**src/sv/swsc_pkg.sv**
```systemverilog
`timescale 1ns / 1ps
// ----------------------------------------------------------------------------
// swsc_pkg
// Shared types and constants of the sliding window sender control core.
// ----------------------------------------------------------------------------
package swsc_pkg;

	localparam int MAX_WINDOW_DEF = 64;
	localparam int RESULT_LIMIT   = 64;
	localparam int ACK_SAT        = 127;

	localparam logic [6:0]  RST_THRESH = 7'd16;
	localparam logic [6:0]  RST_WINDOW = 7'd1;
	localparam logic [31:0] RST_FIRST  = 32'd2;

	localparam logic [2:0] KIND_PUSH    = 3'd0;
	localparam logic [2:0] KIND_SEND    = 3'd1;
	localparam logic [2:0] KIND_ACK     = 3'd2;
	localparam logic [2:0] KIND_TIMEOUT = 3'd3;
	localparam logic [2:0] KIND_ENDR    = 3'd4;

	localparam logic [1:0] REG_THRESH = 2'd0;
	localparam logic [1:0] REG_WINDOW = 2'd1;
	localparam logic [1:0] REG_FIRST  = 2'd2;

	typedef enum logic [1:0] {
		ST_IDLE,
		ST_EXEC,
		ST_SEND
	} state_t;

	typedef struct packed {
		logic load_item;
		logic emit_single;
		logic start_round;
		logic send_step;
	} cmd_t;

	typedef struct packed {
		logic [2:0] kind;
		logic       round_empty;
		logic       send_last;
	} status_t;

	typedef struct packed {
		logic        en;
		logic [1:0]  idx;
		logic [31:0] data;
	} cfg_wr_t;

endpackage

```
**src/sv/swsc_ctrl.sv**
```systemverilog
`timescale 1ns / 1ps
// ----------------------------------------------------------------------------
// swsc_ctrl
// Sequencer: takes one transaction, runs it in the datapath, steps send rounds.
// ----------------------------------------------------------------------------
module swsc_ctrl (
	input  logic              clk,
	input  logic              arst_n,
	input  logic              in_valid,
	output logic              in_ready,
	output logic              out_valid,
	input  logic              out_ready,
	input  swsc_pkg::status_t status,
	output swsc_pkg::cmd_t    cmd
);

	swsc_pkg::state_t state_q, state_d;
	logic             out_valid_q;
	logic             slot_free;
	logic             single_kind;

	assign slot_free = !out_valid_q || out_ready;

	always_comb begin
		single_kind = status.kind inside {swsc_pkg::KIND_PUSH, swsc_pkg::KIND_ACK,
			swsc_pkg::KIND_TIMEOUT, swsc_pkg::KIND_ENDR};
	end

	always_comb begin
		state_d = state_q;
		case (state_q)
			swsc_pkg::ST_IDLE: begin
				if (in_valid) state_d = swsc_pkg::ST_EXEC;
			end
			swsc_pkg::ST_EXEC: begin
				if (status.kind == swsc_pkg::KIND_SEND) begin
					state_d = status.round_empty ? swsc_pkg::ST_IDLE : swsc_pkg::ST_SEND;
				end else if (!single_kind || slot_free) begin
					state_d = swsc_pkg::ST_IDLE;
				end
			end
			swsc_pkg::ST_SEND: begin
				if (slot_free && status.send_last) state_d = swsc_pkg::ST_IDLE;
			end
			default: state_d = swsc_pkg::ST_IDLE;
		endcase
	end

	always_comb begin
		in_ready        = 1'b0;
		cmd.load_item   = 1'b0;
		cmd.emit_single = 1'b0;
		cmd.start_round = 1'b0;
		cmd.send_step   = 1'b0;
		case (state_q)
			swsc_pkg::ST_IDLE: begin
				in_ready      = 1'b1;
				cmd.load_item = in_valid;
			end
			swsc_pkg::ST_EXEC: begin
				cmd.emit_single = single_kind && slot_free;
				cmd.start_round = status.kind == swsc_pkg::KIND_SEND;
			end
			swsc_pkg::ST_SEND: begin
				cmd.send_step = slot_free;
			end
			default: ;
		endcase
	end

	always_ff @(posedge clk or negedge arst_n) begin
		if (!arst_n) begin
			state_q     <= swsc_pkg::ST_IDLE;
			out_valid_q <= 1'b0;
		end else begin
			state_q <= state_d;
			if (cmd.emit_single || cmd.send_step) out_valid_q <= 1'b1;
			else if (out_ready) out_valid_q <= 1'b0;
		end
	end

	assign out_valid = out_valid_q;

endmodule

```
**src/sv/swsc_dpath.sv**
```systemverilog
`timescale 1ns / 1ps
// ----------------------------------------------------------------------------
// swsc_dpath
// Window, congestion state and result register of the sender control core.
// ----------------------------------------------------------------------------
module swsc_dpath #(
	parameter int MAX_WINDOW = swsc_pkg::MAX_WINDOW_DEF
) (
	input  logic              clk,
	input  logic              arst_n,
	input  swsc_pkg::cmd_t    cmd,
	input  swsc_pkg::cfg_wr_t cfg_wr,
	input  logic [2:0]        kind,
	input  logic              is_fin,
	input  logic [31:0]       ack_number,
	output swsc_pkg::status_t status,
	output logic [31:0]       seq_number,
	output logic              accepted,
	output logic              is_resend,
	output logic              seg_fin,
	output logic [6:0]        popped,
	output logic              round_done,
	output logic              all_done,
	output logic [6:0]        window_now,
	output logic [6:0]        threshold_now,
	output logic              last
);

	localparam int CW  = $clog2(MAX_WINDOW + 1);
	localparam int CW1 = CW + 1;
	localparam int AW  = (CW > 7 ? CW : 7) + 1;
	localparam int SW  = AW - 1;
	localparam logic [CW-1:0] WMAX = CW'(MAX_WINDOW);
	localparam logic [CW-1:0] ONE  = CW'(1);

	logic [31:0]   base_q, base_d, next_q, next_d;
	logic [CW-1:0] count_q, count_d, sent_q, sent_d, cwnd_q, cwnd_d;
	logic [SW-1:0] ssth_q, ssth_d;
	logic [6:0]    acked_q, acked_d;
	logic          finq_q, finq_d, tout_q, tout_d, done_q, done_d;
	logic [CW-1:0] i_q, i_d, n_q, n_d;

	logic [2:0]    kind_q;
	logic          isfin_q;
	logic [31:0]   ack_q;

	logic [31:0]   seq_q, seq_d;
	logic          acc_q, acc_d, resend_q, resend_d, sfin_q, sfin_d;
	logic [6:0]    pop_q, pop_d;
	logic          rdone_q, rdone_d, last_q, last_d, adone_q, adone_d;
	logic [6:0]    win_q, win_d, thr_q, thr_d;
	logic          load_out;

	logic [CW-1:0] n_raw, n_calc, pop_w, half_w;
	logic [31:0]   diff;
	logic [AW-1:0] acked_sum;
	logic [CW:0]   grow_w;
	logic          room;
	logic [CW:0]   i_inc;

	always_comb begin
		n_raw = (count_q < cwnd_q) ? count_q : cwnd_q;
		if (AW'(n_raw) > AW'(swsc_pkg::RESULT_LIMIT)) n_calc = CW'(swsc_pkg::RESULT_LIMIT);
		else n_calc = n_raw;
	end

	assign i_inc              = CW1'(i_q) + CW1'(1);
	assign status.kind        = kind_q;
	assign status.round_empty = n_calc == '0;
	assign status.send_last   = i_inc == CW1'(n_q);

	always_comb begin
		base_d   = base_q;
		next_d   = next_q;
		count_d  = count_q;
		sent_d   = sent_q;
		cwnd_d   = cwnd_q;
		ssth_d   = ssth_q;
		acked_d  = acked_q;
		finq_d   = finq_q;
		tout_d   = tout_q;
		done_d   = done_q;
		i_d      = i_q;
		n_d      = n_q;
		load_out = 1'b0;
		seq_d    = '0;
		acc_d    = 1'b0;
		resend_d = 1'b0;
		sfin_d   = 1'b0;
		pop_d    = '0;
		rdone_d  = 1'b0;
		last_d   = 1'b0;
		room      = 1'b0;
		diff      = ack_q - base_q;
		pop_w     = '0;
		acked_sum = '0;
		half_w    = cwnd_q >> 1;
		grow_w    = '0;

		if (cfg_wr.en) begin
			case (cfg_wr.idx)
				swsc_pkg::REG_THRESH: begin
					ssth_d = (cfg_wr.data[6:0] == 7'd0) ? SW'(1) : SW'(cfg_wr.data[6:0]);
				end
				swsc_pkg::REG_WINDOW: begin
					if (cfg_wr.data[6:0] == 7'd0) cwnd_d = ONE;
					else if (AW'(cfg_wr.data[6:0]) > AW'(MAX_WINDOW)) cwnd_d = WMAX;
					else cwnd_d = CW'(cfg_wr.data[6:0]);
				end
				swsc_pkg::REG_FIRST: begin
					base_d  = cfg_wr.data;
					next_d  = cfg_wr.data;
					count_d = '0;
					sent_d  = '0;
				end
				default: ;
			endcase
		end

		if (cmd.emit_single) begin
			load_out = 1'b1;
			case (kind_q)
				swsc_pkg::KIND_PUSH: begin
					if (isfin_q) room = count_q < WMAX;
					else room = (count_q < cwnd_q) && (count_q < WMAX);
					if (room && !finq_q && !done_q) begin
						seq_d   = next_q;
						acc_d   = 1'b1;
						next_d  = next_q + 32'd1;
						count_d = count_q + ONE;
						if (isfin_q) finq_d = 1'b1;
					end
				end
				swsc_pkg::KIND_ACK: begin
					if (isfin_q) begin
						done_d = 1'b1;
						if (acked_q != 7'(swsc_pkg::ACK_SAT)) acked_d = acked_q + 7'd1;
					end else if (count_q != '0 && !diff[31]) begin
						pop_w     = (diff >= 32'(count_q)) ? count_q : CW'(diff) + ONE;
						base_d    = base_q + 32'(pop_w);
						count_d   = count_q - pop_w;
						sent_d    = (sent_q > pop_w) ? sent_q - pop_w : '0;
						acked_sum = AW'(acked_q) + AW'(pop_w);
						acked_d   = (acked_sum > AW'(swsc_pkg::ACK_SAT)) ?
							7'(swsc_pkg::ACK_SAT) : acked_sum[6:0];
					end
					pop_d   = 7'(pop_w);
					rdone_d = (AW'(acked_d) >= AW'(cwnd_q)) || (count_d == '0) || done_d;
				end
				swsc_pkg::KIND_TIMEOUT: begin
					ssth_d = (half_w == '0) ? SW'(1) : SW'(half_w);
					cwnd_d = ONE;
					tout_d = 1'b1;
				end
				swsc_pkg::KIND_ENDR: begin
					if (!tout_q) begin
						grow_w = (AW'(cwnd_q) < AW'(ssth_q)) ? {cwnd_q, 1'b0} :
							CW1'(cwnd_q) + CW1'(1);
						cwnd_d = (grow_w > CW1'(MAX_WINDOW)) ? WMAX : CW'(grow_w);
					end
					tout_d  = 1'b0;
					acked_d = '0;
				end
				default: ;
			endcase
		end

		if (cmd.start_round) begin
			acked_d = '0;
			tout_d  = 1'b0;
			i_d     = '0;
			n_d     = n_calc;
		end

		if (cmd.send_step) begin
			load_out = 1'b1;
			seq_d    = base_q + 32'(i_q);
			resend_d = i_q < sent_q;
			sfin_d   = finq_q && (i_inc == CW1'(count_q));
			last_d   = status.send_last;
			i_d      = CW'(i_inc);
			if (status.send_last && n_q > sent_q) sent_d = n_q;
		end

		adone_d = done_d;
		win_d   = 7'(cwnd_d);
		thr_d   = 7'(ssth_d);
	end

	always_ff @(posedge clk or negedge arst_n) begin
		if (!arst_n) begin
			base_q  <= swsc_pkg::RST_FIRST;
			next_q  <= swsc_pkg::RST_FIRST;
			count_q <= '0;
			sent_q  <= '0;
			cwnd_q  <= CW'(swsc_pkg::RST_WINDOW);
			ssth_q  <= SW'(swsc_pkg::RST_THRESH);
			acked_q <= '0;
			finq_q  <= 1'b0;
			tout_q  <= 1'b0;
			done_q  <= 1'b0;
			i_q     <= '0;
			n_q     <= '0;
		end else begin
			base_q  <= base_d;
			next_q  <= next_d;
			count_q <= count_d;
			sent_q  <= sent_d;
			cwnd_q  <= cwnd_d;
			ssth_q  <= ssth_d;
			acked_q <= acked_d;
			finq_q  <= finq_d;
			tout_q  <= tout_d;
			done_q  <= done_d;
			i_q     <= i_d;
			n_q     <= n_d;
		end
	end

	always_ff @(posedge clk) begin
		if (cmd.load_item) begin
			kind_q  <= kind;
			isfin_q <= is_fin;
			ack_q   <= ack_number;
		end
		if (load_out) begin
			seq_q    <= seq_d;
			acc_q    <= acc_d;
			resend_q <= resend_d;
			sfin_q   <= sfin_d;
			pop_q    <= pop_d;
			rdone_q  <= rdone_d;
			adone_q  <= adone_d;
			win_q    <= win_d;
			thr_q    <= thr_d;
			last_q   <= last_d;
		end
	end

	assign seq_number    = seq_q;
	assign accepted      = acc_q;
	assign is_resend     = resend_q;
	assign seg_fin       = sfin_q;
	assign popped        = pop_q;
	assign round_done    = rdone_q;
	assign all_done      = adone_q;
	assign window_now    = win_q;
	assign threshold_now = thr_q;
	assign last          = last_q;

endmodule

```
**src/sv/sliding_window_sender_control_core.sv**
```systemverilog
`timescale 1ns / 1ps
// ----------------------------------------------------------------------------
// sliding_window_sender_control_core
// Go-back-N sender control with slow start and congestion avoidance.
// ----------------------------------------------------------------------------
// Usage:
//  - Input channel (in_valid/in_ready) carries kind, is_fin, ack_number:
//    push, send round, ack, timeout, end of round. Kinds 5..7 are dropped.
//  - Output channel (out_valid/out_ready) carries one result per push, ack,
//    timeout and end of round, and one result per transmitted entry of a
//    send round, with last on the final one. An empty round gives nothing.
//  - A transaction is registered in the idle state, then executed in the
//    exec state. A send round gives one result per cycle through the output
//    register while the receiver does not stall it.
//  - in_ready is high only while the sequencer is idle; a result may still
//    sit in the output register then. A stalled receiver holds the output
//    register and the sequencer waits on it.
//  - APB registers: 0x0 initial_threshold, 0x4 initial_window,
//    0x8 first_sequence. Writes load the live state at once; write only
//    while idle. pready is tied high.
//  - Reset (arst_n low) loads the default register values and empties the
//    window; no clearing pass is needed.
// ----------------------------------------------------------------------------
module sliding_window_sender_control_core #(
	parameter int MAX_WINDOW = swsc_pkg::MAX_WINDOW_DEF
) (
	input  logic        clk,
	input  logic        arst_n,
	input  logic        psel,
	input  logic        penable,
	input  logic        pwrite,
	input  logic [3:0]  paddr,
	input  logic [31:0] pwdata,
	output logic [31:0] prdata,
	output logic        pready,
	input  logic        in_valid,
	output logic        in_ready,
	input  logic [2:0]  kind,
	input  logic        is_fin,
	input  logic [31:0] ack_number,
	output logic        out_valid,
	input  logic        out_ready,
	output logic [31:0] seq_number,
	output logic        accepted,
	output logic        is_resend,
	output logic        seg_fin,
	output logic [6:0]  popped,
	output logic        round_done,
	output logic        all_done,
	output logic [6:0]  window_now,
	output logic [6:0]  threshold_now,
	output logic        last
);

	logic [6:0]        thr_reg_q, win_reg_q;
	logic [31:0]       first_reg_q;
	swsc_pkg::cfg_wr_t cfg_wr;
	swsc_pkg::cmd_t    cmd;
	swsc_pkg::status_t status;

	assign pready      = 1'b1;
	assign cfg_wr.en   = psel && penable && pwrite && pready;
	assign cfg_wr.idx  = paddr[3:2];
	assign cfg_wr.data = pwdata;

	always_ff @(posedge clk or negedge arst_n) begin
		if (!arst_n) begin
			thr_reg_q   <= swsc_pkg::RST_THRESH;
			win_reg_q   <= swsc_pkg::RST_WINDOW;
			first_reg_q <= swsc_pkg::RST_FIRST;
		end else if (cfg_wr.en) begin
			case (cfg_wr.idx)
				swsc_pkg::REG_THRESH: thr_reg_q   <= pwdata[6:0];
				swsc_pkg::REG_WINDOW: win_reg_q   <= pwdata[6:0];
				swsc_pkg::REG_FIRST:  first_reg_q <= pwdata;
				default: ;
			endcase
		end
	end

	always_comb begin
		case (paddr[3:2])
			swsc_pkg::REG_THRESH: prdata = 32'(thr_reg_q);
			swsc_pkg::REG_WINDOW: prdata = 32'(win_reg_q);
			swsc_pkg::REG_FIRST:  prdata = first_reg_q;
			default:              prdata = '0;
		endcase
	end

	swsc_ctrl u_ctrl (
		.clk       (clk),
		.arst_n    (arst_n),
		.in_valid  (in_valid),
		.in_ready  (in_ready),
		.out_valid (out_valid),
		.out_ready (out_ready),
		.status    (status),
		.cmd       (cmd)
	);

	swsc_dpath #(
		.MAX_WINDOW (MAX_WINDOW)
	) u_dpath (
		.clk           (clk),
		.arst_n        (arst_n),
		.cmd           (cmd),
		.cfg_wr        (cfg_wr),
		.kind          (kind),
		.is_fin        (is_fin),
		.ack_number    (ack_number),
		.status        (status),
		.seq_number    (seq_number),
		.accepted      (accepted),
		.is_resend     (is_resend),
		.seg_fin       (seg_fin),
		.popped        (popped),
		.round_done    (round_done),
		.all_done      (all_done),
		.window_now    (window_now),
		.threshold_now (threshold_now),
		.last          (last)
	);

endmodule

```
**config.mk**
```make
export PLATFORM = sky130hd
export DESIGN_NAME = sliding_window_sender_control_core
export DESIGN_NICKNAME = d
export VERILOG_FILES = /design/src/sv/swsc_pkg.sv /design/src/sv/swsc_ctrl.sv /design/src/sv/swsc_dpath.sv /design/src/sv/sliding_window_sender_control_core.sv
export SDC_FILE = /design/constraint.sdc
export NUM_CORES = 1
export LEC_CHECK = 0
export ABC_AREA = 1
export BUFFER_PORTS_ARGS = -buffer_cell sky130_fd_sc_hd__buf_2
export CAP_MARGIN = 30
export CORE_MARGIN = 5
export CORE_UTILIZATION = 50
export CTS_CLUSTER_SIZE = 8
export DETAILED_ROUTE_END_ITERATION = 6
export GPL_ROUTABILITY_DRIVEN = 0
export PLACE_DENSITY = 0.71
export SLEW_MARGIN = 10
export SYNTH_ARGS = -nofsm -noshare
export SYNTH_HDL_FRONTEND = slang
export SYNTH_SLANG_ARGS = --single-unit
export TNS_END_PERCENT = 5
```
**constraint.sdc**
```tcl
create_clock -name clk -period 9.2 [get_ports clk]
set_input_delay 1.84 -clock clk [delete_from_list [all_inputs] [get_ports clk]]
set_output_delay 1.84 -clock clk [all_outputs]
set_load 0.05 [all_outputs]
```
==> results of run 1 <==
power by group through the flow:
stage          registers, mW  clock network [mW]  logic [mW]
2_1_floorplan           2.25                   0        2.76
3_3_place_gp            2.05                   0        3.86
3_5_place_dp            2.05                   0        3.98
4_1_cts                 2.04                1.33        4.00
5_1_grt                 2.09                1.39        4.53
6_report                2.05                1.31        4.04
metal layers:
metal	wire length (um)	GRT usage (%)	vias up	part of all wire (%)
li1	-	-	8227	-
met4	2750	12.4	2	5.1
met5	13	0	-	0.024
met2	25200	42.7	757	47
met3	3810	3.78	165	7.1
met1	22100	33.2	7875	41
cells in the final DEF, fill, tap and decap left out, types with 7 or more instances in the layout:
cell type    n
xnor2_1     13
o221ai_1    10
a21oi_1     97
buf_4       15
nor3_1      43
nand3b_1     9
ha_1       112
dfrtp_1    158
nand2_2     11
dfstp_2      7
o21ai_0    207
clkbuf_16   39
o21ai_1     15
nand2_1    559
buf_2      169
o21bai_1    12
a31oi_1     20
nor2_1     190
nor3_2       7
nor2_2       7
nand3_2      9
clkbuf_1    28
nand4_1     17
nor4_1       8
o22ai_1     32
o211ai_1    26
edfxtp_1    95
xor2_1      82
inv_1      411
nand3_1    100
metrics by stage:
step	utilization, %	setup slack, ns	total power, mW	instances	cell area (sq um)
CTS	57.7	2.02	7.37	3061	20600
global placement	54.6	2.27	5.91	2991	19500
finish	57.8	1.96	7.41	3063	20600
global route	57.8	1.30	8.01	3063	20600
floorplan	-	3.26	5.01	2397	18100
detailed placement	54.6	2.06	6.03	2992	19500
logic make-up (layout without fill, tap and decap cells):
kind of cell    Yosys count  count (layout)
compound gates          464             464
xor+xnor                 96              96
fa+ha+maj               118             118
buf+inv                 473             678
flops                   260             260
other cells               1               1
simple gates            985             985
critical path: cells and delay by family (launching register included):
family / cells / cell delay [ns]
XOR/XNOR: 1 / 0.29
AO/OA/AOI/OAI: 14 / 2.67
flip-flops: 1 / 0.63
buffers and inverters: 3 / 0.51
adder cells (fa/ha/maj): 4 / 1.35
AND/OR/NAND/NOR: 15 / 1.54
state kept, by name, indices dropped and copies added, names as in the netlist, 32 cells and up:
name                cells
first_reg_q            32
u_dpath.ack_q          32
u_dpath.base_q         32
u_dpath.next_q         32
u_dpath.seq_number     32
path summary, 6_finish.rpt:
check                                             from                               end  slack [ns]  cells past startpoint
setup / recovery           u_dpath.base_q[1]$_DFF_PN1_  u_dpath.round_done$_SDFFCE_PN0P_        1.96                     37
hold / removal              first_reg_q[1]$_DFFE_PN1P_        first_reg_q[1]$_DFFE_PN1P_        0.47                      2
setup reg to reg           u_dpath.base_q[1]$_DFF_PN1_  u_dpath.round_done$_SDFFCE_PN0P_        1.96                     37
hold reg to reg             first_reg_q[1]$_DFFE_PN1P_        first_reg_q[1]$_DFFE_PN1P_        0.47                      2
max in group asynchronous                       arst_n      u_dpath.base_q[26]$_DFF_PN0_        6.69                      2
min in group asynchronous                       arst_n    u_dpath.acked_q[1]$_DFFE_PN0P_        1.26                      1
layout make-up:
class	count	area share, %
clock buffer	67	5.25
clock inverter	2	0.158
inverter	423	7.71
multi-input combinational	1664	45.3
sequential	260	33.9
tap	461	2.80
timing repair buffer	186	4.80
==> out/metrics.yaml, run 1 <==
layout:
  multi_input_area_sq_mm: 0.00934
  nFillCells: 3314
  seq_area_sq_mm: 0.00699
  diodes: 0
  area_growth_pct: 13.6
  fin_nets: 2770
  drive_above_1_share_pct: 11.4
sta:
  timing.final.crit_share_pct: 78.7
  fin_crit_ns: 7.24
  finalSetupViolations: 0
  tightestPinTransition_ns: 0.951
  final-max-slew-violation-count: 0
  rsz0062_at_grt: "no"
  fin_worst_skew_ns: 0.0175
  max_freq_mhz: 138
  hold_viol: 0
  final.setup.tns_ns: 0
  whs_ns: 0.471
  timing.slew.headroom_pct: 36.3
min_path:
  min_path_type: "reg2reg"
route:
  drt_wl_total_um: 53900
  vias: 17000
  firstDrtPassIters: 6
  via_per_inst: 5.56
  avgRoutedWirePerCell_um: 17.6
  drt_iter0_drc: 1603
  final_antenna_net_count: 0
  drc: 0
synthesis:
  yosysTopAreaCell: "dfrtp_1"
  async_flop_share_pct: 63.5
  synth_top_area_share_pct: 21.8
  yosys-top-cells-count: "560 x nand2_1, 412 x inv_1, 207 x o21ai_0"
  synth_area_sq_mm: 0.0181
  yosysSeqAreaShare_pct: 38.6
  muxShareOfSynthArea_pct: 0
  synth_xor_area_share_pct: 4.68
  synthSimpleGateAreaFrac_pct: 23.6
  synth_area_leaders: "dfrtp_1 22%, edfxtp_1 16%, nand2_1 12%"
  synth_top_family_by_area: "simple AND/OR/NAND/NOR gates"
  synthMostInstantiatedCell: "nand2_1"
  synth_adder_area_share_pct: 8.39
  netlist_instances: 2397
  yosysUniqueCellTypes: 68
  syn_avg_cell_area_sq_um: 7.56
  yosys_warnings: 0
  ys_ff_latch: 260
  synthFlopType: "dfrtp_1"
  synth_edf_count: 95
  synth_compound_gate_area_share_pct: 14.8
  synth_nets: 2594
die:
  rows: 69
  die_x_um: 200
  dieHeight_um: 200
  start_util_pct: 50.8
  fp.coreArea_sq_mm: 0.0357
  die_area_sq_mm: 0.0402
  pin_count: 173
worst_setup_path:
  critPathMaxFanout: 8
  path_class: "reg2reg"
  cpMostUsedCell: "nand2_1"
  crit_required_ns: 9.47
  slowest_delay_ns: 0.63
  arrival_ns: 7.51
  cp_slowest_cell: "dfstp_2"
  worstSetupStartpointType: "register"
  end_kind: "register"
placement:
  io_buffers: 169
  post-dp-hpwl_um: 40900
global_route:
  grt_usage_pct: 25.7
  antenna_found_initial: 1
  grt_pass1_vias: 16300
  grt-ovfl-total: 0
  grt_pass1_wl_um: 84800
  grt_start_max_net_pins: 66
clock_tree:
  htreeDepth: 2
  clockBufferDepth: 3
  cts_hold_buf: 0
  cts.sinks: 260
  cts.reportedPaths.clkPinSlew_ns: 0.05
  clock_latency_ns: 0.54
  postCtsResizedCells: 0
  cts-root-buf: "clkbuf_16"
  cts_buffers: 38
  cts_tree: "built"
  cts_setup_buffers: 0
power:
  sw_frac_of_total_pct: 48.9
  pwr-share-comb_pct: 54.6
  vdd_ir_drop_max_mv: 0.214
  p_leak_nw: 10.2
  p_switching_mw: 3.62
  clockPowerShare_pct: 17.7
  p_int_mw: 3.79
  seqPwrFrac_pct: 27.7
  power_density_mw_per_mm2: 360
status:
  status: "completed"
job:
  maxCapViolations: 0
(Power assumes the default switching activity.)
==> run 2: changes to the inputs <==
Settings changed: PLACE_DENSITY 0.71 to 0.74.
Clock period 9.2 ns to 6.1 ns, I/O delays scaled along.
==> out/metrics.yaml, run 2 (synthesis gave the netlist of run 1 again) <==
clock_tree:
  cts-root-buf: "clkbuf_16"  # unchanged
  cts.sinks: 260  # unchanged
  cts_tree: "built"  # unchanged
  cts_buffers: 38  # unchanged
  clockBufferDepth: 3  # unchanged
  cts_hold_buf: 0  # unchanged
  clock_latency_ns: 0.54  # about the same
  cts.reportedPaths.clkPinSlew_ns: 0.05  # about the same
  htreeDepth: 2  # unchanged
sta:
  max_freq_mhz: 169  # was 138 MHz
  whs_ns: 0.470  # was 0.471 ns
  hold_viol: 0  # unchanged
  timing.slew.headroom_pct: 42.0  # was 36.3%
  tightestPinTransition_ns: 0.866  # was 0.951 ns
  finalSetupViolations: 0  # unchanged
  setup_slack_ns: 0.199  # was 1.96 ns
  fin_worst_skew_ns: 0.0218  # was 0.0175 ns
  final-max-slew-violation-count: 0  # unchanged
  timing.final.crit_share_pct: 96.7  # was 78.7%
  rsz0062_at_grt: "yes"  # was no
  fin_crit_ns: 5.90  # was 7.24 ns
worst_setup_path:
  rr_startpoint: "u_dpath.base_q[1]$_DFF_PN1_"  # unchanged
  r2r_setup_slack_ns: 0.20  # was 1.96 ns
  cpMostUsedCell: "nand2_1"  # unchanged
  r2r-end: "u_dpath.round_done$_SDFFCE_PN0P_"  # unchanged
  crit_required_ns: 6.38  # was 9.47 ns
  crit_path_start: "u_dpath.base_q[1]$_DFF_PN1_"  # unchanged
  arrival_ns: 6.18  # was 7.51 ns
  cp_slowest_cell: "dfstp_2"  # unchanged
  crit_family: "compound AO/OA/AOI/OAI gates"  # unchanged
  slowest_delay_ns: 0.56  # was 0.63 ns
  rr_worst_depth: 37  # unchanged
  critPathMaxFanout: 5  # was 8
  path_class: "reg2reg"  # unchanged
  worstSetupStartpointType: "register"  # unchanged
  crit_buf_inv: 2  # was 3
  end_kind: "register"  # unchanged
route:
  drt_wl_total_um: 55200  # was 53900 um
  via_per_inst: 5.61  # was 5.56
  wl_met2_um: 26400  # was 25200 um
  topRoutingLayerUsed: "met4"  # was met5
  wl_met1_um: 22000  # was 22100 um
  vias: 17400  # was 17000
  final_antenna_net_count: 0  # unchanged
  drc: 0  # unchanged
  wl_met3_um: 4390  # was 3810 um
  firstDrtPassIters: 5  # was 6
  drt_iter0_drc: 1772  # was 1603
  avgRoutedWirePerCell_um: 17.8  # was 17.6 um
layout:
  diodes: 0  # unchanged
  final_util_pct: 59.3  # was 57.8%
  drive_above_1_share_pct: 14.2  # was 11.4%
  mostFrequentLayoutCells: "555 x nand2_1, 404 x inv_1, 204 x o21ai_0, 185 x nor2_1, 169 x buf_2"  # was 559 x nand2_1, 411 x inv_1, 207 x o21ai_0, 190 x nor2_1, 169 x buf_2
  stdcell_count: 3093  # was 3063
  nFillCells: 3260  # was 3314
  area_growth_pct: 16.7  # was 13.6%
  fin_nets: 2802  # was 2770
  final_common_cell: "nand2_1"  # unchanged
global_route:
  grt-ovfl-total: 0  # unchanged
  antenna_found_initial: 0  # was 1
  grt_pass1_wl_um: 86600  # was 84800 um
  grt_start_max_net_pins: 97  # was 66
  grt_pass1_vias: 16600  # was 16300
  grt_usage_pct: 26.2  # was 25.7%
placement:
  dp_worst_setup_slack_ns: -0.181  # was 2.06 ns
  post-dp-hpwl_um: 41500  # was 40900 um
  dp.cells: 3013  # was 2992
  io_buffers: 169  # unchanged
die:
  die_x_um: 200  # unchanged
  die_area_sq_mm: 0.0402  # unchanged
  pin_count: 173  # unchanged
  fp.coreArea_sq_mm: 0.0357  # unchanged
  start_util_pct: 50.8  # unchanged
  dieHeight_um: 200  # unchanged
  rows: 69  # unchanged
power:
  vdd_ir_drop_max_mv: 0.264  # was 0.214 mV
  p_total_mw: 11.6  # was 7.41 mW
  power_density_mw_per_mm2: 548  # was 360 mW/mm^2
  p_leak_nw: 10.3  # was 10.2 nW
min_path:
  hold_depth: 2  # unchanged
  min_path_type: "reg2reg"  # unchanged
  hold_start: "first_reg_q[4]$_DFFE_PN0P_"  # was first_reg_q[1]$_DFFE_PN1P_
  hold_end: "first_reg_q[4]$_DFFE_PN0P_"  # was first_reg_q[1]$_DFFE_PN1P_
status:
  status: "completed"  # unchanged
job:
  maxCapViolations: 0  # unchanged
run 2: cell count changes in the layout (fill, tap and decap cells not counted), moves of 5 or more:
cell | before | now
ha_1 | 112 | 101
inv_1 | 411 | 404
nor2_1 | 190 | 185
buf_4 | 15 | 44
ha_4 | 0 | 8
a21oi_2 | 1 | 6
a21oi_1 | 97 | 92
inv_2 | 6 | 12
run 2: metrics by stage:
stage,cell area [sq um],TNS [ns]
after detailed placement,19600,-0.181
after global routing,21100,-0.123
final,21100,0
after CTS,20800,0
after floorplan,18100,0
after global placement,19600,0
run 2: layout make-up:
type / instances / area, sq um / share of cell area, %
timing repair buffer: 218 / 1290 / 6.10
inverter: 423 / 1590 / 7.52
clock buffer: 65 / 1080 / 5.12
multi-input combinational: 1664 / 9580 / 45.3
tap: 461 / 577 / 2.73
sequential: 260 / 6990 / 33.1
clock inverter: 2 / 32.5 / 0.154
run 2: what timing repair did:
item / CTS / global route
gates resized for setup: 4 / 53
setup buffers: 0 / 9
endpoints found under the setup margin: 1 / 4
hold endpoints to repair: 0 / 0
cloned: 0 / 0
pin swaps: 0 / 21
run 2: metal layers:
layer	vias to the layer above	global-route usage, %
li1	8267	-
met1	8112	33.4
met2	808	44.6
met3	166	4.24
met4	0	10.8
met5	-	0
run 2: worst register-to-register path, delay by kind of cell (launching register included):
family	cells	cell delay [ns]
AO/OA/AOI/OAI	15	2.21
XOR/XNOR	1	0.18
adder cells (fa/ha/maj)	4	1.11
buffers and inverters	2	0.16
flip-flops	1	0.56
AND/OR/NAND/NOR	15	1.42
run 2: how the worst max path moves through the flow:
| stage | end | slack [ns] | cells past startpoint |
|---|---|---|---|
| floorplan | u_dpath.round_done$_SDFFCE_PN0P_ | 0.16 | 37 |
| global placement | u_dpath.round_done$_SDFFCE_PN0P_ | 0.08 | 38 |
| detailed placement | u_dpath.round_done$_SDFFCE_PN0P_ | -0.18 | 38 |
| CTS | u_dpath.round_done$_SDFFCE_PN0P_ | 0.007 | 39 |
| global route | u_dpath.round_done$_SDFFCE_PN0P_ | -0.12 | 39 |
| finish | u_dpath.round_done$_SDFFCE_PN0P_ | 0.20 | 37 |
run 2: where the power goes:
part           total (mW)  switching [mW]  internal [mW]
Clock                1.99           0.788           1.20
Combinational        6.52            4.31           2.21
Sequential           3.08           0.547           2.53
Total                11.6            5.64           5.94
==> run 3: changes to the inputs <==
Settings changed: RECOVER_POWER from default to 100, SLEW_MARGIN 10 to 20.
==> out/metrics.yaml, run 3 (synthesis gave the netlist of run 1 again) <==
status:
  status: "complete, but fails checks"  # was completed
  violations: "max-capacitance violations, max-slew violations"
global_route:
  grt_pass1_vias: 16600  # unchanged
  grt_start_max_net_pins: 97  # unchanged
  grt_use_met2_pct: 44.6  # unchanged
  antenna_found_initial: 0  # unchanged
  met1_usage_pct: 33.4  # unchanged
  grt_usage_pct: 26.2  # unchanged
  grt-ovfl-total: 0  # unchanged
  grt_pass1_wl_um: 86600  # unchanged
  use_met3_pct: 4.24  # unchanged
  busiest_layer: "met2"  # unchanged
worst_setup_path:
  cp_slowest_cell: "dfstp_2"  # unchanged
  worstSetupStartpointType: "register"  # unchanged
  arrival_ns: 6.18  # about the same
  slowest_delay_ns: 0.56  # about the same
  r2r_setup_slack_ns: 0.21  # was 0.20 ns
  r2r-end: "u_dpath.round_done$_SDFFCE_PN0P_"  # unchanged
  end_kind: "register"  # unchanged
  crit_required_ns: 6.38  # about the same
  rr_startpoint: "u_dpath.base_q[1]$_DFF_PN1_"  # unchanged
  critPathMaxFanout: 5  # unchanged
  rr_worst_depth: 37  # unchanged
  cpMostUsedCell: "nand2_1"  # unchanged
  path_class: "reg2reg"  # unchanged
clock_tree:
  cts.sinks: 260  # unchanged
  cts_tree: "built"  # unchanged
  clock_latency_ns: 0.54  # about the same
  htreeDepth: 2  # unchanged
  cts.reportedPaths.clkPinSlew_ns: 0.05  # about the same
  clockBufferDepth: 3  # unchanged
  cts-root-buf: "clkbuf_16"  # unchanged
  cts_buffers: 38  # unchanged
die:
  rows: 69  # unchanged
  die_x_um: 200  # unchanged
  fp.coreArea_sq_mm: 0.0357  # unchanged
  die_area_sq_mm: 0.0402  # unchanged
  dieHeight_um: 200  # unchanged
  pin_count: 173  # unchanged
  start_util_pct: 50.8  # unchanged
layout:
  drive_above_1_share_pct: 11.1  # was 14.2%
  diodes: 0  # unchanged
  final_common_cell: "nand2_1"  # unchanged
  fin_nets: 2802  # unchanged
  area_growth_pct: 15.6  # was 16.7%
  stdcell_count: 3093  # unchanged
  mostFrequentLayoutCells: "556 x nand2_1, 404 x inv_1, 204 x o21ai_0, 187 x nor2_1, 158 x dfrtp_1"  # was 555 x nand2_1, 404 x inv_1, 204 x o21ai_0, 185 x nor2_1, 169 x buf_2
route:
  drt_wl_total_um: 55100  # was 55200 um
  vias: 17300  # was 17400
  avgRoutedWirePerCell_um: 17.8  # about the same
  drc: 0  # unchanged
  firstDrtPassIters: 6  # was 5
  via_per_inst: 5.60  # was 5.61
  drt_iter0_drc: 1573  # was 1772
  final_antenna_net_count: 0  # unchanged
sta:
  fin_worst_skew_ns: 0.0180  # was 0.0218 ns
  timing.final.crit_share_pct: 96.6  # was 96.7%
  fin_crit_ns: 5.89  # was 5.90 ns
  finalSetupViolations: 0  # unchanged
  whs_ns: 0.470  # about the same
  timing.slew.headroom_pct: -140  # was 42.0%
  final-max-slew-violation-count: 211  # was 0
  hold_viol: 0  # unchanged
  rsz0062_at_grt: "yes"  # unchanged
  max_freq_mhz: 170  # was 169 MHz
  tightestPinTransition_ns: 3.60  # was 0.866 ns
power:
  p_switching_mw: 5.64  # about the same
  seqPwrFrac_pct: 26.8  # was 26.6%
  p_int_mw: 5.89  # was 5.94 mW
  p_leak_nw: 10.1  # was 10.3 nW
  clockPowerShare_pct: 17.2  # about the same
  vdd_ir_drop_max_mv: 0.264  # about the same
  sw_frac_of_total_pct: 48.9  # was 48.7%
  pwr-share-comb_pct: 55.9  # was 56.3%
  power_density_mw_per_mm2: 550  # was 548 mW/mm^2
min_path:
  hold_depth: 2  # unchanged
  min_path_type: "reg2reg"  # unchanged
  hold_start: "first_reg_q[4]$_DFFE_PN0P_"  # unchanged
  hold_end: "first_reg_q[4]$_DFFE_PN0P_"  # unchanged
placement:
  dp.cells: 3013  # unchanged
  io_buffers: 169  # unchanged
  post-dp-hpwl_um: 41500  # unchanged
job:
  maxCapViolations: 4  # was 0
## run 3: cell type report
class,instances,area (sq um)
tap,461,577
clock inverter,2,32.5
inverter,423,1590
sequential,260,6990
clock buffer,65,1080
timing repair buffer,218,1130
fill,3301,14700
multi-input combinational,1664,9560
## run 3: metrics by stage
| step | util (%) | cell area [sq um] | setup WS [ns] | total power [mW] | TNS [ns] |
|---|---|---|---|---|---|
| global placement | 55.0 | 19600 | 0.0766 | 8.98 | 0 |
| CTS | 58.2 | 20800 | 0.00687 | 11.3 | 0 |
| global route | 58.8 | 21000 | -0.164 | 12.4 | -0.164 |
| detailed placement | 55.0 | 19600 | -0.181 | 9.21 | -0.181 |
| floorplan | - | 18100 | 0.155 | 7.56 | 0 |
| finish | 58.8 | 21000 | 0.206 | 11.5 | 0 |
## run 3: worst max path at each step
stage | cells past startpoint | end | slack [ns] | start
floorplan | 37 | u_dpath.round_done$_SDFFCE_PN0P_ | 0.16 | u_dpath.base_q[1]$_DFF_PN1_
global placement | 38 | u_dpath.round_done$_SDFFCE_PN0P_ | 0.08 | u_dpath.base_q[0]$_DFF_PN0_
detailed placement | 38 | u_dpath.round_done$_SDFFCE_PN0P_ | -0.18 | u_dpath.base_q[0]$_DFF_PN0_
CTS | 39 | u_dpath.round_done$_SDFFCE_PN0P_ | 0.007 | u_dpath.base_q[1]$_DFF_PN1_
global route | 37 | u_dpath.round_done$_SDFFCE_PN0P_ | -0.16 | u_dpath.base_q[1]$_DFF_PN1_
finish | 37 | u_dpath.round_done$_SDFFCE_PN0P_ | 0.21 | u_dpath.base_q[1]$_DFF_PN1_
## run 3: worst max-delay path: cells and delay by family (launching register included)
family / cells / cell delay [ns]
compound gates: 15 / 2.17
simple gates: 15 / 1.45
xor+xnor: 1 / 0.18
buf+inv: 2 / 0.17
fa+ha+maj: 4 / 1.10
flops: 1 / 0.56
## run 3: per-layer routing
layer  up-vias  part of all wire [%]  routed length, um
li1       8270                     -                  -
met1      8062                    40              22100
met2       807                    48              26300
met3       168                   7.7               4260
met4         0                   4.5               2470
met5         -                     0                  0
## run 3: power by group through the flow
stage | Clock, mW | Sequential, mW | Combinational [mW]
after floorplan | 0 | 3.40 | 4.16
after global placement | 0 | 3.05 | 5.93
after detailed placement | 0 | 3.07 | 6.14
after CTS | 2.02 | 3.05 | 6.20
after global routing | 2.09 | 3.15 | 7.18
final | 1.99 | 3.09 | 6.45
## run 3: what timing repair did
item / in CTS / in global routing
pin swaps: 0 / 21
hold buffers: 0 / 0
resized for setup: 4 / 49
setup buffers: 0 / 9
endpoints found under the setup margin: 1 / 4
